### config.mk
export PLATFORM = sky130hd
export DESIGN_NAME = afs_classify
export DESIGN_NICKNAME = d
export VERILOG_FILES = /design/src/rtl/afs_pkg.sv /design/src/rtl/afs_classify.sv
export SDC_FILE = /design/constraint.sdc
export NUM_CORES = 1
export LEC_CHECK = 0
export ABC_CLOCK_PERIOD_IN_PS = 1740
export BUFFER_PORTS_ARGS = -buffer_cell sky130_fd_sc_hd__buf_2
export CAP_MARGIN = 20
export CORE_MARGIN = 4
export CORE_UTILIZATION = 31
export DETAILED_ROUTE_END_ITERATION = 8
export PLACE_DENSITY = 0.86
export SLEW_MARGIN = 30
export SYNTH_ARGS = -nofsm -noshare
export SYNTH_HDL_FRONTEND = slang
export SYNTH_SLANG_ARGS = --single-unit
### constraint.sdc
create_clock -name vclk -period 1.74
set_input_delay 0.174 -clock vclk [all_inputs]
set_output_delay 0.174 -clock vclk [all_outputs]
set_load 0.01 [all_outputs]
### src/rtl/afs_pkg.sv
// Shared types and constants for the alignment flag statistics block.
// Holds flag bit positions, statistic numbers, command codes and the bump mask type.
package afs_pkg;

  localparam int unsigned FLAG_W       = 12;
  localparam int unsigned ID_W         = 32;
  localparam int unsigned MAPQ_W       = 8;
  localparam int unsigned CMD_W        = 2;
  localparam int unsigned SEL_W        = 5;
  localparam int unsigned NUM_STATS    = 16;
  localparam int unsigned NUM_COUNTERS = 32;
  localparam int unsigned OUT_VALUE_W  = 48;

  localparam logic [CMD_W-1:0] CMD_COUNT = 2'd0;
  localparam logic [CMD_W-1:0] CMD_READ  = 2'd1;
  localparam logic [CMD_W-1:0] CMD_CLEAR = 2'd2;

  localparam int unsigned FB_PAIRED    = 0;
  localparam int unsigned FB_PROPER    = 1;
  localparam int unsigned FB_UNMAP     = 2;
  localparam int unsigned FB_MUNMAP    = 3;
  localparam int unsigned FB_READ1     = 6;
  localparam int unsigned FB_READ2     = 7;
  localparam int unsigned FB_SECONDARY = 8;
  localparam int unsigned FB_QCFAIL    = 9;
  localparam int unsigned FB_DUP       = 10;
  localparam int unsigned FB_SUPP      = 11;

  localparam int unsigned S_TOTAL     = 0;
  localparam int unsigned S_MAPPED    = 1;
  localparam int unsigned S_PAIRED    = 2;
  localparam int unsigned S_BOTHMAP   = 3;
  localparam int unsigned S_PROPER    = 4;
  localparam int unsigned S_SINGLE    = 5;
  localparam int unsigned S_READ1     = 6;
  localparam int unsigned S_READ2     = 7;
  localparam int unsigned S_DUP       = 8;
  localparam int unsigned S_DIFFCHR   = 9;
  localparam int unsigned S_DIFFHIGH  = 10;
  localparam int unsigned S_SECONDARY = 11;
  localparam int unsigned S_SUPP      = 12;
  localparam int unsigned S_PRIMARY   = 13;
  localparam int unsigned S_PMAPPED   = 14;
  localparam int unsigned S_PDUP      = 15;

  typedef struct packed {
    logic [NUM_STATS-1:0] mask;
    logic                 bank;
  } bump_t;

endpackage

### src/rtl/afs_classify.sv
// Classifies one alignment record into the set of statistics it increments.
// Depends on afs_pkg for flag bit positions, statistic numbers and bump_t.
module afs_classify (
  input  logic [afs_pkg::FLAG_W-1:0] flag,
  input  logic [afs_pkg::ID_W-1:0]   ref_id,
  input  logic [afs_pkg::ID_W-1:0]   mate_ref_id,
  input  logic [afs_pkg::MAPQ_W-1:0] mapping_quality,
  input  logic [afs_pkg::MAPQ_W-1:0] threshold,
  output afs_pkg::bump_t             bump
);

  logic secondary, supp, primary, paired_p, unmap, munmap, dup, both_map, diff_chr;

  always_comb begin
    secondary = flag[afs_pkg::FB_SECONDARY];
    supp      = flag[afs_pkg::FB_SUPP];
    unmap     = flag[afs_pkg::FB_UNMAP];
    munmap    = flag[afs_pkg::FB_MUNMAP];
    dup       = flag[afs_pkg::FB_DUP];
    primary   = !secondary && !supp;
    paired_p  = primary && flag[afs_pkg::FB_PAIRED];
    both_map  = paired_p && !unmap && !munmap;
    diff_chr  = both_map && (ref_id != mate_ref_id);

    bump.bank = flag[afs_pkg::FB_QCFAIL];
    bump.mask = '0;
    bump.mask[afs_pkg::S_TOTAL]     = 1'b1;
    bump.mask[afs_pkg::S_MAPPED]    = !unmap;
    bump.mask[afs_pkg::S_PAIRED]    = paired_p;
    bump.mask[afs_pkg::S_BOTHMAP]   = both_map;
    bump.mask[afs_pkg::S_PROPER]    = paired_p && flag[afs_pkg::FB_PROPER] && !unmap;
    bump.mask[afs_pkg::S_SINGLE]    = paired_p && munmap && !unmap;
    bump.mask[afs_pkg::S_READ1]     = paired_p && flag[afs_pkg::FB_READ1];
    bump.mask[afs_pkg::S_READ2]     = paired_p && flag[afs_pkg::FB_READ2];
    bump.mask[afs_pkg::S_DUP]       = dup;
    bump.mask[afs_pkg::S_DIFFCHR]   = diff_chr;
    bump.mask[afs_pkg::S_DIFFHIGH]  = diff_chr && (mapping_quality >= threshold);
    bump.mask[afs_pkg::S_SECONDARY] = secondary;
    bump.mask[afs_pkg::S_SUPP]      = !secondary && supp;
    bump.mask[afs_pkg::S_PRIMARY]   = primary;
    bump.mask[afs_pkg::S_PMAPPED]   = primary && !unmap;
    bump.mask[afs_pkg::S_PDUP]      = primary && dup;
  end

endmodule

### Word-level counts from Yosys, hierarchy flattened

Index checks and enable logic that the tools add are counted.

* flip-flop bits (word level): 0
* latch bits: 0
* bits in writable memories: 0
* ROM bits: 0
* input port bits: 92
* output and inout port bits: 17
* memories: 0

* add/subtract/negate cells: 0
* multiply operators: 0
* divide/modulo/power cells: 0
* $lt $le $gt $ge: 1
* equal/unequal tests: 1
* shifts and indexed selects: 0
* multiplexer cells: 0
* bitwise gates (word level): 0
* reduce and logical (&&, ||, !) cells: 19

Operators by type and width (count)
* $ne 32x32->1: 1
* $logic_and 1x1->1: 15
* $ge 8x8->1: 1
* $logic_not 1->1: 4

### Depth between registers and ports, before layout

* depth in word-level cells: 7
* mapped depth: 7
* depth with buffers taken out: 7

### Worst setup path before layout

OpenSTA, ideal clock, no wires.

* path type: input -> output
* from: in mapping_quality[0] (netlist bit)
* to: out bump[11] (netlist bit)
* arrival: 1.247 ns
* setup slack: 0.319 ns
* stages on the path: 7
* buffers on the path: 0
* cells stage by stage: inv_1 -> ha_1 -> nand2b_4 -> a211oi_2 -> o21bai_1 -> a221oi_2 -> nor3b_1

RTL lines
* start: declaration: RTL line afs_classify.sv:7 `input logic [afs_pkg::MAPQ_W-1:0] mapping_quality,`
* end: declaration: RTL line afs_classify.sv:9 `output afs_pkg::bump_t bump`

==> results.txt <==
status: complete, no violations
initial DRC count: 14
number of I/O pins: 109
RePlAce Congestion: 0.7294
Min-Delay Path Class: in -> out
post-cts resize count: 0
PD cells: 198.7 mW/mm^2
sequential area share after synthesis: 0%
Final #Nets: 290
main combinational cell family by area after synthesis: XOR/XNOR gates
global-route wire length before repair: 3.753 mm
Commonest cells post-synth: xor2_1, inv_1, buf_4, ha_1, nor4_1
synth unique cells: 24
Crit. End Element: output pin
Clock power frac: 0%
maxcap violations: 0
CP Class: in -> out
part of the power in combinational logic: 100.0%
final global-route overflow total: 0
Avg WL per Cell: 10.59 um
syn nets: 192
# rows: 16
GRT Total Usage: 13.65%
# DRC: 0
Die Span X: 55.67 um
multiplexer share of the synthesized area: 0%
area leader, netlist: xor2_1
final hold vios: 0
P_sw: 100.5 uW
post-synthesis instance total: 92
CORE AREA: 0.002062 mm^2
Die Height: 55.67 um
hold depth: 0
hold buffers post-CTS: 0
post-CTS setup buffer count: 0
initial antenna violation count: 0
Setup TNS: 0 ns
Area contributors post-synth: xor2_1, ha_1, buf_4
Pint: 137.7 uW
Period minus WS final: 1.604 ns
startpoint types: input port
vias in the first global route: 940
DR vias/cell: 4.377
Slew Limit Fails: 0
port buffer count: 104
1st-pass router iterations: 2
Hold Crit Endpoint: bump[0]
Tcrit/Tclk final: 92.16%
vias: 941
Max Clock Freq: 623.6 MHz
clk_buf instances: 0
top-area cell type share of the netlist area: 39.79%
count leader, synth: xor2_1
syn_area_per_cell: 7.657 um^2
Worst EP required: 1.57 ns
Max stage delay on crit path: 0.27 ns
min-delay src: flag[9]
Diodes inserted: 0
Synth Area in Compound Gates: 6.394%
worst hold slack: 0.3480 ns
worst-case vdd ir drop: 132.5 uV
xor/xnor share of the synthesized area: 39.79%
Stages on worst setup path: 9
Synth Warn #: 0
crit path DAT: 1.43 ns
Switching Share: 42.20%
register area: 0 um^2
Seq Cell Count: 0
crit-path max FO: 1
Synth Area in Adders: 14.21%
total wire length: 2.277 mm
CP delay by family, top: compound AO/OA/AOI/OAI gates
worst path cell trace: buf_2, inv_1, ha_1, nand2b_4, a211oi_2, o21bai_1, a221oi_2, nor3b_1, buf_2
fillcell total: 211
Area growth syn-to-layout: 70.16%
Post-Syn Area: 704.4 um^2
Starting Density: 34.16%
antenna-violating nets left: 0
HPWL after DPL: 2.206 mm
simple-gate share of the synthesized area: 25.22%
most frequent CP cell: buf_2
RSZ-0062 raised after global routing: no
CP max-delay cell: ha_1
Static Leak: 0.7528 nW
layout cells sized above 1: 57.98%
largest net degree at the start of global routing: 6
Worst Path Buf+Inv: 3
final setup fails: 0
Die ar.: 0.003099 mm^2
share of power burned in registers: 0%
-- logic make-up after synthesis --
group,count (synthesis)
and+or+nand+nor,28
buffers and inverters,18
other,1
xor gates and xnor gates,32
adders and majority gates,8
AOI/OAI and AO/OA,5
-- metal layers --
metal  wire length, um  track usage [%]
met3               261            3.016
met4                17            1.042
met2              1222            27.87
met1               777            14.42
met5                 0                0
-- placed cells by master (no fill, tap or decap) --
master / instances
a211oi_2: 1
a21oi_1: 1
a221oi_2: 1
and2_1: 3
and3_1: 2
and4_1: 1
buf_2: 104
conb_1: 1
ha_1: 8
inv_1: 10
nand2_1: 2
nand2b_4: 1
nand3_1: 1
nand4_1: 2
nor2_1: 2
nor2_2: 1
nor2b_1: 2
nor3_1: 1
nor3_2: 1
nor3b_1: 1
nor4_1: 8
o21ai_0: 1
o21bai_1: 1
xor2_1: 32
-- how the worst max path moves through the flow --
stage	from	slack [ns]	to
floorplan	mapping_quality[0]	0.32	bump[11]
global placement	mapping_quality[0]	0.09	bump[11]
detailed placement	mapping_quality[0]	0.07	bump[11]
CTS	mapping_quality[0]	0.07	bump[11]
global route	mapping_quality[0]	0.004	bump[11]
finish	mapping_quality[0]	0.14	bump[11]
-- through the flow --
step | power (mW) | setup slack [ns] | instance area, um^2 | instances | util (%)
after floorplan | 0.1150 | 0.3191 | 704.4 | 92 | -
after global placement | 0.2348 | 0.08776 | 1199 | 215 | 58.13
after detailed placement | 0.2410 | 0.06946 | 1199 | 215 | 58.13
after CTS | 0.2418 | 0.06886 | 1199 | 215 | 58.13
after global routing | 0.2703 | 0.004261 | 1199 | 215 | 58.13
final | 0.2382 | 0.1365 | 1199 | 215 | 58.13
-- cell type report --
class / instances / area [um^2] / area share [%]
Inverter: 10 / 37.54 / 3.132
Multi-Input combinational cell: 74 / 606.8 / 50.63
Timing Repair Buffer: 104 / 520.5 / 43.42
Tap cell: 27 / 33.78 / 2.818
-- power by group through the flow --
stage | logic, mW | registers [mW] | clock network, mW
2_1_floorplan | 0.115 | 0 | 0
3_3_place_gp | 0.235 | 0 | 0
3_5_place_dp | 0.241 | 0 | 0
4_1_cts | 0.242 | 0 | 0
5_1_grt | 0.270 | 0 | 0
6_report | 0.238 | 0 | 0
(Power assumes the default switching activity.)
