$ cat src/rtl/afs_pkg.sv
// Shared types and constants for the alignment flag statistics block.
// Holds flag bit positions, statistic numbers, command codes and the bump mask type.
package afs_pkg;

  localparam int unsigned FLAG_W       = 12;
  localparam int unsigned ID_W         = 32;
  localparam int unsigned MAPQ_W       = 8;
  localparam int unsigned CMD_W        = 2;
  localparam int unsigned SEL_W        = 5;
  localparam int unsigned NUM_STATS    = 16;
  localparam int unsigned NUM_COUNTERS = 32;
  localparam int unsigned OUT_VALUE_W  = 48;

  localparam logic [CMD_W-1:0] CMD_COUNT = 2'd0;
  localparam logic [CMD_W-1:0] CMD_READ  = 2'd1;
  localparam logic [CMD_W-1:0] CMD_CLEAR = 2'd2;

  localparam int unsigned FB_PAIRED    = 0;
  localparam int unsigned FB_PROPER    = 1;
  localparam int unsigned FB_UNMAP     = 2;
  localparam int unsigned FB_MUNMAP    = 3;
  localparam int unsigned FB_READ1     = 6;
  localparam int unsigned FB_READ2     = 7;
  localparam int unsigned FB_SECONDARY = 8;
  localparam int unsigned FB_QCFAIL    = 9;
  localparam int unsigned FB_DUP       = 10;
  localparam int unsigned FB_SUPP      = 11;

  localparam int unsigned S_TOTAL     = 0;
  localparam int unsigned S_MAPPED    = 1;
  localparam int unsigned S_PAIRED    = 2;
  localparam int unsigned S_BOTHMAP   = 3;
  localparam int unsigned S_PROPER    = 4;
  localparam int unsigned S_SINGLE    = 5;
  localparam int unsigned S_READ1     = 6;
  localparam int unsigned S_READ2     = 7;
  localparam int unsigned S_DUP       = 8;
  localparam int unsigned S_DIFFCHR   = 9;
  localparam int unsigned S_DIFFHIGH  = 10;
  localparam int unsigned S_SECONDARY = 11;
  localparam int unsigned S_SUPP      = 12;
  localparam int unsigned S_PRIMARY   = 13;
  localparam int unsigned S_PMAPPED   = 14;
  localparam int unsigned S_PDUP      = 15;

  typedef struct packed {
    logic [NUM_STATS-1:0] mask;
    logic                 bank;
  } bump_t;

endpackage

$ cat src/rtl/afs_counter_bank.sv
// Bank of saturating statistic counters with clear and a single read port.
// Depends on afs_pkg for counter counts, widths and bump_t.
module afs_counter_bank #(
  parameter int unsigned COUNT_WIDTH = 48
) (
  input  logic                            clk,
  input  logic                            rst_n,
  input  logic                            count_en,
  input  logic                            clear_en,
  input  afs_pkg::bump_t                  bump,
  input  logic [afs_pkg::SEL_W-1:0]       rd_sel,
  output logic [afs_pkg::OUT_VALUE_W-1:0] rd_value
);

  logic [COUNT_WIDTH-1:0] cnt_r   [afs_pkg::NUM_COUNTERS];
  logic [COUNT_WIDTH-1:0] cnt_nxt [afs_pkg::NUM_COUNTERS];
  logic [COUNT_WIDTH-1:0] rd_raw;

  always_comb begin
    for (int i = 0; i < afs_pkg::NUM_COUNTERS; i++) begin
      cnt_nxt[i] = cnt_r[i];
      if (clear_en) begin
        cnt_nxt[i] = '0;
      end else if (count_en && bump.mask[i / 2] && (bump.bank == 1'(i % 2))
                   && (cnt_r[i] != '1)) begin
        cnt_nxt[i] = cnt_r[i] + 1'b1;
      end
    end
  end

  always_ff @(posedge clk) begin
    for (int i = 0; i < afs_pkg::NUM_COUNTERS; i++) begin
      if (!rst_n) begin
        cnt_r[i] <= '0;
      end else begin
        cnt_r[i] <= cnt_nxt[i];
      end
    end
  end

  assign rd_raw = cnt_r[rd_sel];

  generate
    if (COUNT_WIDTH > afs_pkg::OUT_VALUE_W) begin : g_wide
      assign rd_value = (|rd_raw[COUNT_WIDTH-1:afs_pkg::OUT_VALUE_W]) ? '1 :
                        rd_raw[afs_pkg::OUT_VALUE_W-1:0];
    end else if (COUNT_WIDTH < afs_pkg::OUT_VALUE_W) begin : g_narrow
      assign rd_value = {{(afs_pkg::OUT_VALUE_W - COUNT_WIDTH){1'b0}}, rd_raw};
    end else begin : g_exact
      assign rd_value = rd_raw;
    end
  endgenerate

endmodule

$ cat config.mk
export PLATFORM = sky130hd
export DESIGN_NAME = afs_counter_bank
export DESIGN_NICKNAME = d
export VERILOG_FILES = /design/src/rtl/afs_pkg.sv /design/src/rtl/afs_counter_bank.sv
export SDC_FILE = /design/constraint.sdc
export NUM_CORES = 2
export LEC_CHECK = 0
export ABC_CLOCK_PERIOD_IN_PS = 4200
export BUFFER_PORTS_ARGS = -buffer_cell sky130_fd_sc_hd__buf_2
export CELL_PAD_IN_SITES_DETAIL_PLACEMENT = 0
export CELL_PAD_IN_SITES_GLOBAL_PLACEMENT = 2
export CORE_ASPECT_RATIO = 0.8
export CORE_MARGIN = 5
export CORE_UTILIZATION = 44
export CTS_BUF_LIST = sky130_fd_sc_hd__clkbuf_16
export DETAILED_ROUTE_END_ITERATION = 16
export GPL_TIMING_DRIVEN = 0
export PLACE_DENSITY = 0.93
export SLEW_MARGIN = 25
export SYNTH_ARGS = -nofsm -noshare
export SYNTH_HDL_FRONTEND = slang
export SYNTH_SLANG_ARGS = --single-unit
export TNS_END_PERCENT = 30
$ cat constraint.sdc
create_clock -name clk -period 4.2 [get_ports clk]
set_clock_uncertainty 0.15 [all_clocks]
set_input_delay 0 -clock clk [delete_from_list [all_inputs] [get_ports clk]]
set_output_delay 0 -clock clk [all_outputs]
set_load 0.02 [all_outputs]
* Word level (Yosys, flattened, before mapping)
Memories as Yosys holds them, arrays and structs flattened. Cells that the tools add are included.
Word-level totals: memories 1, RAM bits 1536, output and inout bits 48, bits in registers 0
Operators by class: eq/ne operators 32, mux-type cells 98, $add $sub $neg 32, bitwise gates (word level) 33, reductions and logical operators 80
Memory list:
- cnt_r | words 32, bits a word 48, read ports 33, clocked after memory_dff 0, wr ports 32, RTL line afs_counter_bank.sv:15 | logic [COUNT_WIDTH-1:0] cnt_r [afs_pkg::NUM_COUNTERS];
Operator list (number):
- 48-bit 2-to-1 mux | 96
- 48-bit by 1-bit adder with 48-bit output (second input constant) | 32
- 48-bit inequality test (second input constant) | 32
- 1-bit logical AND | 80
- 1-bit bitwise OR | 32
- 1-bit 2-to-1 mux | 2
- 1-bit inverter | 1

* Depth between registers and ports, before layout
word-level depth 6, gate-level depth with buffers 10, mapped depth without buffers 7

* Least setup slack after synthesis
Ideal clock, no wire load.
path kind register to register, start memory cnt_r[10][0], end memory cnt_r[10][1], stages on the path, launching flop included 11, buffers on the path 3, slack 1587 ps, arrival 2336 ps, period minus slack after synthesis 2613 ps, cells stage by stage dfxtp_1 > ha_1 > nand2_1 > or3_1 > or3_1 > buf_2 > o21ai_2 > clkbuf_2 > buf_2 > mux2i_1 > nor2_1
RTL lines (RTL line):
- from (decl) | afs_counter_bank.sv:15

==> results.rst <==
.. list-table::
   :header-rows: 1

   * - Metric
     - Value
   * - Share of synthesized area occupied by flip-flops and latches
     - 34.92%
   * - Type of the most critical hold path
     - in -> reg
   * - Post-synth top area share
     - 34.92%
   * - Post-Synthesis Cells
     - between 10000 and 15000
   * - TritonCTS Buffers
     - 173
   * - Share of post-route cells with drive strength above 1
     - 10.68%
   * - IO Count
     - 74
   * - TritonCTS clock tree
     - yes
   * - Number of non-filler instances in the completed layout
     - 13180
   * - Clock transition at the register clock pins on the worst setup and hold paths after CTS
     - ~0.06 ns
   * - Vias in the first global route
     - 77730
   * - Setup Fix Bufs, Post-CTS
     - 0
   * - Die Area
     - 0.2092 sq mm
   * - Number of maximum-capacitance violations
     - 0
   * - Kind of capture point of the worst setup path
     - register
   * - Count of buffers from port buffering
     - 68
   * - Maximum buffer depth of the clock tree
     - 3
   * - Highest fanout seen on the critical path
     - 11
   * - Registers with the most flip-flops
     - cnt_r x1536
   * - Final Worst Setup Slack
     - -0.3084 ns
   * - EDFF count, synth
     - 0
   * - Die boundary height
     - 410.1 um
   * - Routed via count divided by cell count
     - 6.674
   * - Final setup vio count
     - 8
   * - Clock root buffer
     - clkbuf_16
   * - Clock network fraction of design power
     - 49.2%
   * - Synthesized area
     - 0.08805 sq mm
   * - Wire length of the first global-routing pass
     - 585.2 mm
   * - Number of warnings reported in the yosys synthesis log
     - 0
   * - Most used flip-flop cell after synthesis
     - dfxtp_1
   * - Launching element type of the critical path
     - input pin
   * - Global-route congestion overflow total
     - 0
   * - Flip-flop count of the largest register, all copies and words added
     - 1536
   * - Effective utilization at floorplan
     - 44.34%
   * - Type of the worst setup path
     - in -> reg
   * - Placed instance count
     - 12790
   * - Largest voltage drop on the vdd net
     - 0.0004367 V
   * - Cell-internal power
     - 23.58 mW
   * - Slew @ Worst Pin
     - 1.235 ns
   * - Areal power density over the cells
     - roughly 320 mW/mm^2
   * - Final antenna-violating net count
     - 1
   * - Synthesized flop and latch total
     - 1536
   * - Core Rows
     - 146
   * - Post-route cell area
     - 0.09869 sq mm
   * - Combinational group share of total power
     - 4.9%
   * - Run status
     - complete, but fails checks
   * - Drt total wl
     - 419.3 mm
   * - Syn_area_per_cell
     - roughly 8.8 sq um
   * - Leakage
     - 29.70 nW
   * - Required time reported for the critical path endpoint
     - 4.82 ns
   * - Maximum clock frequency
     - roughly 220 MHz
   * - HPWL Detailed
     - 332.2 mm
   * - All-layer global routing usage
     - slightly below 40%
   * - NetSw
     - 8.193 mW
   * - Final period demand of the worst path
     - about 4.5 ns
   * - Ys async rst share
     - 0%
   * - Area of placed instances
     - roughly 0.09 sq mm
   * - Most flop-heavy register
     - cnt_r
   * - Post-route fraction of the period consumed by the critical path
     - 107.3%
   * - Die boundary width
     - 510.1 um
   * - Post-synthesis to final-layout area growth
     - 12.08%
   * - Register share of total power
     - 45.9%
   * - Antenna violations before repair
     - 77
   * - Dominant cells by area after synthesis
     - dfxtp_1 (35%), mux4_2 (12%), xor2_1 (6.2%), nor2_1 (5.5%), nand4_1 (4.5%)
   * - Yosys top cell by area
     - dfxtp_1
   * - CTS H-tree lvls
     - 4
   * - Global placer's final weighted congestion
     - 1.078
   * - Count of routing violations after the opening detailed-route iteration
     - 14120
   * - Number of nets in the finished design
     - 10380
   * - Residual DRC
     - 0
   * - Worst slew margin relative to its limit
     - approximately 17%
   * - Violated checks
     - antenna violations, negative setup slack
   * - Pins Over Slew Limit
     - 0
   * - Arrival @ worst endpoint
     - 5.13 ns
   * - Core outline area
     - 0.1986 sq mm
   * - Per-cell routed wire length
     - 31.81 um
   * - Register-to-Register Setup Slack
     - 0.09 ns
   * - Number of iterations in the first detailed-routing pass
     - 6
   * - Count of distinct cell types in the synthesized netlist
     - 83
   * - Via total after detailed routing
     - 87950
   * - Post-synth net total
     - 10090
   * - Pin count of the biggest net entering global routing
     - 17
   * - Worst-skew pair later-pin latency
     - between 0.8 and 0.9 ns
   * - Number of hold violations in the final report
     - 0
   * - Switching part of the total
     - 25.78%
   * - Sink count of the clock tree
     - 1536
   * - Total power consumption of the routed design
     - 31.78 mW
==> per-layer routing <==
layer | track usage (%) | wire [um] | up-vias
met5 | 0.8102 | 242 | -
met4 | 16.29 | 21500 | 32
met3 | 13.67 | 61110 | 872
met2 | 52.09 | 164600 | 5705
met1 | 55.09 | 171800 | 43310
li1 | - | - | 38040
==> worst max-delay path, cell delays in order <==
cell and delay (ns):
buf_2 0.57, buf_2 0.75, buf_4 0.63, buf_4 0.54
nand3_1 0.41, nor4_2 0.92, nand2_1 0.47, or4_1 0.59
a21oi_1 0.15
==> stage by stage <==
| step | setup slack [ns] | TNS (ns) | hold WS [ns] | util (%) |
|---|---|---|---|---|
| 3_5_place_dp | -0.9513 | -61.96 | 0.3278 | 46.69 |
| 5_1_grt | -0.01471 | -0.01471 | 0.1151 | 49.66 |
| 3_3_place_gp | -1.649 | -507.86 | 0.3203 | 46.19 |
| 4_1_cts | 0.1989 | 0 | 0.02974 | 49.63 |
| 6_report | -0.3084 | -1.335 | 0.1092 | 49.70 |
| 2_1_floorplan | 1.587 | 0 | 0.1570 | - |
==> area by class of cell <==
class,instances,area [sq um]
multi-input combinational,7838,54910
fill,18870,99880
inverter,125,469.2
tap,2664,3333
buffer,533,2200
clock buffer,174,4354
timing repair buffer,118,1291
sequential,1536,30750
antenna,45,112.6
clock inverter,145,1270
==> Yosys cell counts, types with 222 or more instances <==
| master | count |
|---|---|
| and3_1 | 257 |
| nor4_1 | 222 |
| dfxtp_1 | 1536 |
| nor3_1 | 304 |
| xnor2_1 | 380 |
| o21ai_0 | 259 |
| nand3_1 | 702 |
| nor2_1 | 1292 |
| clkbuf_1 | 426 |
| or3_1 | 260 |
| nand2_1 | 769 |
| a21oi_1 | 374 |
| mux4_2 | 480 |
| nand4_1 | 633 |
| xor2_1 | 620 |
==> power by group through the flow <==
| stage | registers [mW] | clock network, mW | logic (mW) |
|---|---|---|---|
| after floorplan | 14.9 | 0 | 0.732 |
| after global placement | 14.9 | 0 | 1.39 |
| after detailed placement | 14.9 | 0 | 1.49 |
| after CTS | 14.6 | 15.7 | 1.51 |
| after global routing | 14.6 | 16.3 | 1.58 |
| final | 14.6 | 15.6 | 1.57 |
==> layout by cell type, fill, tap and decap left out, types with 179 or more instances in the layout <==
cell	synthesis	routed
and3_1	257	257
and4_1	179	179
or4_1	196	196
nor4_1	222	201
nor2_1	1292	1292
or3_1	260	260
dfxtp_1	1536	1536
a21oi_1	374	374
xnor2_1	380	380
nor3_1	304	299
xor2_1	620	620
nand3_1	702	702
nand4_1	633	633
mux4_2	480	480
nand2_1	769	769
o21ai_0	259	259
clkbuf_1	426	367
==> worst paths after layout <==
check / cells after the start / endpoint / startpoint
setup / recovery: 9 / cnt_r[25][33]$_SDFFE_PP0P_ / count_en
hold / removal: 6 / cnt_r[4][32]$_SDFFE_PP0P_ / rst_n
setup reg to reg: 8 / cnt_r[3][21]$_SDFFE_PP0P_ / cnt_r[3][18]$_SDFFE_PP0P_
hold reg to reg: 1 / cnt_r[15][24]$_SDFFE_PP0P_ / cnt_r[15][24]$_SDFFE_PP0P_
==> repair_timing <==
action                                  in CTS  in global routing
endpoints found under the setup margin       1                  1
hold buffers                                20                  0
gates resized for setup                      1                  1
hold endpoints to repair                   538                  0
cloned                                       0                  0
==> kinds of logic after synthesis <==
| group | synth area share (%) |
|---|---|
| AND/OR/NAND/NOR | 31.01 |
| flip-flops | 34.92 |
| AO/OA/AOI/OAI | 7.273 |
| XOR/XNOR | 9.947 |
| buffers and inverters | 2.932 |
| multiplexers | 13.46 |
| adder cells (fa/ha/maj) | 0.4547 |
(Power assumes the default switching activity.)
